==> config.mk <==
export PLATFORM = sky130hd
export DESIGN_NAME = ase_ctrl
export DESIGN_NICKNAME = d
export VERILOG_FILES = /design/src/hw/rtl/ase_pkg.sv /design/src/hw/rtl/ase_ctrl.sv
export SDC_FILE = /design/constraint.sdc
export NUM_CORES = 1
export LEC_CHECK = 0
export BUFFER_PORTS_ARGS = -buffer_cell sky130_fd_sc_hd__buf_2
export CORE_ASPECT_RATIO = 0.9
export CORE_MARGIN = 2
export CORE_UTILIZATION = 47
export DETAILED_ROUTE_END_ITERATION = 10
export GPL_ROUTABILITY_DRIVEN = 1
export PLACE_DENSITY = 0.83
export SKIP_CTS_REPAIR_TIMING = 1
export SYNTH_ARGS = -nofsm -noshare
export SYNTH_HDL_FRONTEND = slang
export SYNTH_SLANG_ARGS = --single-unit
==> constraint.sdc <==
create_clock -name i_clk -period 1.8 [get_ports i_clk]
set_input_delay 0.18 -clock i_clk [delete_from_list [all_inputs] [get_ports i_clk]]
set_output_delay 0.18 -clock i_clk [all_outputs]
set_load 0.02 [all_outputs]
==> src/hw/rtl/ase_pkg.sv <==
package ase_pkg;

    localparam int ASE_MAX_ELEMENTS = 1024;

    // request kinds
    localparam logic REQ_PUSH   = 1'b0;
    localparam logic REQ_FINISH = 1'b1;

    // result status codes
    localparam logic STS_OK    = 1'b0;
    localparam logic STS_EMPTY = 1'b1;

    // datapath operations
    typedef enum logic [3:0] {
        OP_NONE,
        OP_PUSH,
        OP_LOAD,
        OP_CMP,
        OP_MODE,
        OP_DIV_INIT,
        OP_DIV_STEP,
        OP_MEAN,
        OP_DEV,
        OP_OUT,
        OP_OUT_EMPTY
    } t_op;

    typedef struct packed {
        t_op         op;
        logic [31:0] value;
    } t_cmd;

    typedef struct packed {
        logic empty;
    } t_sts;

endpackage

==> src/hw/rtl/ase_ctrl.sv <==
module ase_ctrl
    import ase_pkg::*;
#(
    parameter int MAX_ELEMENTS = ASE_MAX_ELEMENTS,
    localparam int AW = $clog2(MAX_ELEMENTS),
    localparam int CW = $clog2(MAX_ELEMENTS + 1)
) (
    input  logic          i_clk,
    input  logic          i_rst_n,
    input  logic          i_in_valid,
    input  logic          i_in_req_type,
    input  logic [31:0]   i_in_value,
    output logic          o_in_ready,
    output logic          o_out_valid,
    input  logic          i_out_ready,
    input  t_sts          i_sts,
    input  logic [CW-1:0] i_count,
    output t_cmd          o_cmd,
    output logic [AW-1:0] o_rd_addr
);

    localparam int DW = 32 + AW + 16;
    localparam int KW = $clog2(DW);

    typedef enum logic [3:0] {
        S_IDLE, S_LOAD, S_CMP, S_CWAIT, S_MODE, S_DINIT, S_DIV, S_MEAN, S_DEV, S_DWAIT, S_OUT
    } t_state;

    t_state        r_state, n_state;
    logic [CW-1:0] r_i, r_j;
    logic [KW-1:0] r_k;
    logic          r_out_valid;
    logic          accept;
    logic          i_last, j_last;

    assign o_in_ready  = (r_state == S_IDLE) && (!r_out_valid || i_out_ready);
    assign o_out_valid = r_out_valid;
    assign accept      = i_in_valid && o_in_ready;
    assign i_last      = (r_i + CW'(1)) == i_count;
    assign j_last      = (r_j + CW'(1)) == i_count;

    // command decode
    always_comb begin
        n_state     = r_state;
        o_cmd.op    = OP_NONE;
        o_cmd.value = i_in_value;
        o_rd_addr   = r_j[AW-1:0];
        case (r_state)
            S_IDLE: begin
                if (accept) begin
                    if (i_in_req_type == REQ_PUSH) o_cmd.op = OP_PUSH;
                    else if (i_sts.empty) o_cmd.op = OP_OUT_EMPTY;
                    else n_state = S_LOAD;
                end
            end
            S_LOAD: begin
                o_cmd.op  = OP_LOAD;
                o_rd_addr = r_i[AW-1:0];
                n_state   = S_CMP;
            end
            S_CMP: begin
                o_cmd.op = OP_CMP;
                if (j_last) n_state = S_CWAIT;
            end
            S_CWAIT: n_state = S_MODE;
            S_MODE: begin
                o_cmd.op = OP_MODE;
                n_state  = i_last ? S_DINIT : S_LOAD;
            end
            S_DINIT: begin
                o_cmd.op = OP_DIV_INIT;
                n_state  = S_DIV;
            end
            S_DIV: begin
                o_cmd.op = OP_DIV_STEP;
                if (r_k == KW'(DW - 1)) n_state = S_MEAN;
            end
            S_MEAN: begin
                o_cmd.op = OP_MEAN;
                n_state  = S_DEV;
            end
            S_DEV: begin
                o_cmd.op = OP_DEV;
                if (j_last) n_state = S_DWAIT;
            end
            S_DWAIT: n_state = S_OUT;
            S_OUT: begin
                o_cmd.op = OP_OUT;
                n_state  = S_IDLE;
            end
            default: n_state = S_IDLE;
        endcase
    end

    // state, loop counters, result valid
    always_ff @(posedge i_clk) begin
        if (!i_rst_n) begin
            r_state     <= S_IDLE;
            r_i         <= '0;
            r_j         <= '0;
            r_k         <= '0;
            r_out_valid <= 1'b0;
        end else begin
            r_state <= n_state;
            if (r_out_valid && i_out_ready) r_out_valid <= 1'b0;
            case (r_state)
                S_IDLE: begin
                    r_i <= '0;
                    if (o_cmd.op == OP_OUT_EMPTY) r_out_valid <= 1'b1;
                end
                S_LOAD:  r_j <= '0;
                S_CMP:   r_j <= r_j + CW'(1);
                S_MODE:  r_i <= r_i + CW'(1);
                S_DINIT: r_k <= '0;
                S_DIV:   r_k <= r_k + KW'(1);
                S_MEAN:  r_j <= '0;
                S_DEV:   r_j <= r_j + CW'(1);
                S_OUT:   r_out_valid <= 1'b1;
                default: begin
                end
            endcase
        end
    end

endmodule

* Word-level counts from Yosys, hierarchy flattened
Index checks and enable logic that the tools add are counted.
** Storage, ports and cells
- Logic and storage cells :: 59
- Flip-flop bits (word level) :: 33
** Cells by class
- Reduce and logical (&&, ||, !) cells :: 12
- Equal/unequal tests :: 20
- Multiplexer cells :: 19
- Add/subtract/negate cells :: 3
** Operators with widths (number)
- $pmux 11 s2 :: 2
- $pmux 4 s10 :: 1
- $mux 4 :: 9
- $pmux 4 s9 :: 1
- $add 11x1->11 const B :: 2
- $eq 11x11->1 :: 2
- $eq 4x3->1 const B :: 4
- $eq 4x4->1 const B :: 4
- $ne 2x2->1 const B :: 6
- $pmux 6 s2 :: 1
- $mux 10 :: 1
- $eq 4x2->1 const B :: 2
- $add 6x1->6 const B :: 1
- $eq 6x6->1 const B :: 1
- $reduce_and 6->1 :: 1
- $reduce_bool 2->1 :: 3
- $eq 4x1->1 const B :: 1
- $logic_not 4->1 :: 1
- $reduce_or 2->1 :: 2
- $logic_and 1x1->1 :: 3
- $mux 3 :: 1
- $mux 1 :: 2
- $pmux 1 s2 :: 1
- $logic_not 1->1 :: 1
- $logic_or 1x1->1 :: 1

* Depth between registers and ports, before layout
- Depth in word-level cells :: 9
- Gate-level depth with buffers :: 8
- Mapped depth without buffers :: 8

* Worst setup path after synthesis
OpenSTA, ideal clock, no wires.
- Path type :: register to register
- From :: register r_i[0]
- To :: register r_state[2]
- Cell stages (with the launch flop) :: 8
- Path slack :: -0.083 ns
- Period minus slack after synthesis :: 1.883 ns
- Arrival time :: 1.798 ns
- Data required time :: 1.716 ns
- Path through :: dfxtp_1 -> ha_1 -> nand3_2 -> nor2_1 -> and2_1 -> o311ai_0 -> a221o_1 -> o31ai_2
** On the way
- Cells in the longest elaborated chain, start to end :: 4
** Ends and longest elaborated chain
- start: declaration :: line ase_ctrl.sv:30 : logic [CW-1:0] r_i, r_j;
- start signal: assignment :: line ase_ctrl.sv:113 : S_MODE: r_i <= r_i + CW'(1);
- $add 11x1->11 :: line ase_ctrl.sv:39 : assign i_last = (r_i + CW'(1)) == i_count;
- $eq 11x11->1 :: line ase_ctrl.sv:39
- $mux 3 :: line ase_ctrl.sv:68 : n_state = i_last ? S_DINIT : S_LOAD;
- $pmux 4 s10 :: line ase_ctrl.sv:48 : case (r_state)
- end signal: assignment :: line ase_ctrl.sv:104 : r_state <= n_state;
- end: declaration :: line ase_ctrl.sv:29 : t_state r_state, n_state;
No other way between the ends.
A chain may end at the register's enable or synchronous reset.

* Worst setup path after layout
- From :: register r_state[0]
- To :: output o_rd_addr[9]
** On the way
- Cells in the longest elaborated chain, start to end :: 2
** Ends and longest elaborated chain
- $eq 4x1->1 :: line ase_ctrl.sv:48
- $mux 10 :: line ase_ctrl.sv:48
- end: declaration :: line ase_ctrl.sv:19 : output logic [AW-1:0] o_rd_addr
No other way between the ends.

==> results.md <==
* Status: finished with violations
* Failing checks: setup timing
* Hold Path Depth at 0
* Initial antenna violation count at 0
* Num rows at 27
* # DRC at 0
* Core Util, Final at 0.596
* Mapped Area at 2920 um2
* Post-route setup slack at -146 ps
* Drt first pass iters at 5
* Share of layout cells above drive strength 1 at 0.344
* Initial Utilization at 0.483
* CP endpoint kind: output pin
* Sequential area share after synthesis at 0.226
* CP max stage delay at 400 ps
* Mapped Cells at 382
* Switching share of power at 0.339
* Average wire per standard cell at 16.8 um
* HP Class: in -> out
* CP Class: reg -> out
* Pre-CTS setup slack at -18.7 ps
* Die Footprint at 6860 um2
* Post-detailed-route count of antenna-violating nets at 0
* FFs w/ async S/R, synth at 0
* Clock sink count at 33
* CP bufs+invs at 4
* Worst rel slew slack at 0.753
* Clock power share at 0.311
* Largest net degree at the start of global routing at 18
* R2R Path End: r_j[6]
* Final setup vio count at 11
* DIE WIDTH at 87.1 um
* Congestion Overflow GR at 0
* Pins over their slew limit at 0
* Post-Route WL at 8.21 mm
* Clock Latency Late Sink at 300 ps
* TNS Setup at -1300 ps
* Register Area at 678 um2
* Dpl hpwl at 5.41 mm
* CP max stage cell: dfxtp_4
* Vias at 2927
* Placed inst area at 3160 um2
* Worst clock skew at 9.41 ps
* EDFF count, synth at 0
* Final Non-Filler Cells at 488
* Port buffer count at 32
* Area leader, netlist: dfxtp_1
* Die Ht at 78.8 um
* Vias in the first global route at 2665
* Min-delay src: i_in_value[19]
* DR iter-0 viols at 295
* Final nets at 468
* Startpoint types: flip-flop
* Crit share post-route at 1.08
* Area Overhead vs Synth at 23.5%
* Share of the synthesized area in the top cell type at 0.226
* Max frequency at 514 MHz
* Synth area leaders: dfxtp_1, buf_4, o21ai_0
* Flop pwr share at 0.324
* CP cell instances: inv_4, nor4_4, buf_4, clkbuf_16, mux2_4, buf_6
* Clock-pin slew on the worst setup and hold paths at 80 ps
* Power per cell area at 659 nW/um2
* Clock Path Buffers at 2
* Cts bufs inserted at 5
* Worst Path Arrival at 1770 ps
* Yosys cell types at 59
* Register-to-register setup slack at -10 ps
* Area of the multi-input gates at 2040 um2
* I/O pins at 97
* Gate power share at 0.365
* Critical path's top delay family: buffers and inverters
* Syn Area/Cell at 7.64 um2
* Commonest non-fill, non-tap cell in the layout: buf_4
* Placed insts at 472
* Seq cells post-synth at 33
* Net Sw Power at 0.806 mW
* Min Tclk post-route at 1950 ps
* All-Layer GR Usage at 0.218
* Max-cap violation count at 0
* Diode count at 0
* Via density at 6.00
* CP required at 1620 ps
* Most frequent cells in the layout: buf_4, o21ai_0, nor2_1, dfxtp_1, nand2_1
* RSZ-0062 raised after global routing: yes
* Ys flop type: dfxtp_1
* Global-route wire length before repair at 12.0 mm
* Pint at 1.57 mW
* H-tree depth at 2
* Root Buffer: clkbuf_8
* TritonCTS clock tree: built
* Hold Path End: o_cmd[19]
* Fin. Hold Viols at 0
* Worst Path Max Fanout at 7
* Core area at 6050 um2
* Post-synth net total at 435
* Pleak at 1.44 nW
* Fillcell total at 479
* Post-route cell area at 3610 um2
* Worst R2R Path Depth at 7
* GP Congestion at 0.887
* Maximum VDD drop at 0.000495 V
* Slew @ Worst Pin at 368 ps
* R2r startpoint: r_state[0]
* YS warnings at 0
[metal layers]
layer	global-route usage	vias up	part of all wire
met5	0	-	0
met4	0.0891	0	0.019
met3	0.0561	23	0.074
met2	0.360	133	0.49
met1	0.270	1396	0.42
li1	-	1375	-
[cells by family after synthesis]
logic type,count (synthesis),synth area share
compound gates,86,0.192
simple gates,150,0.283
buf+inv,65,0.135
flops,33,0.226
xor+xnor,25,0.0750
fa+ha+maj,5,0.0206
mux,18,0.0677
[synth_stat cells, types with 10 or more instances]
cell type / n
buf_4: 33
dfxtp_1: 33
o21ai_0: 32
nor2_1: 31
nand2_1: 23
nor2b_1: 19
nand3_1: 17
mux2_2: 14
xnor2_1: 14
and2_1: 13
a21oi_1: 11
nor3_1: 11
xor2_1: 11
clkbuf_1: 10
[power by group through the flow]
stage               Combinational (mW)  Sequential, mW  Clock (mW)
finish                           0.867           0.771       0.739
global route                     0.932           0.773       0.768
CTS                              0.687           0.771       0.741
detailed placement               0.684           0.788           0
global placement                 0.669           0.786           0
floorplan                        0.531           0.773           0
[cell type report]
cell class / instances / share of cell area
tap: 72 / 0.0250
clock buffer: 5 / 0.0191
inverter: 7 / 0.00798
timing repair buffer: 84 / 0.182
clock inverter: 3 / 0.0128
multi-input combinational: 284 / 0.565
sequential: 33 / 0.188
[worst max path at each step]
stage | start | to | slack, ps | cells after the start
2_1_floorplan | r_j[0] | r_state[0] | 2 | 7
3_3_place_gp | r_state[0] | r_j[8] | 50 | 7
3_5_place_dp | r_state[1] | r_j[8] | -20 | 6
4_1_cts | r_state[1] | o_rd_addr[6] | -250 | 5
5_1_grt | r_state[0] | o_rd_addr[9] | -160 | 6
6_report | r_state[0] | o_rd_addr[9] | -150 | 6
[through the flow]
stage / hold slack [ps] / power [mW]
CTS: 349 / 2.20
global route: 360 / 2.47
global placement: 360 / 1.46
floorplan: 334 / 1.30
finish: 360 / 2.38
detailed placement: 360 / 1.47
[sequential cells by signal, summed over array words and instances, names as in the netlist]
| signal | cells |
|---|---|
| r_k | 6 |
| o_out_valid | 1 |
| r_state | 4 |
| r_i | 11 |
| r_j | 11 |
No activity file was read; power rests on OpenSTA's default activity.
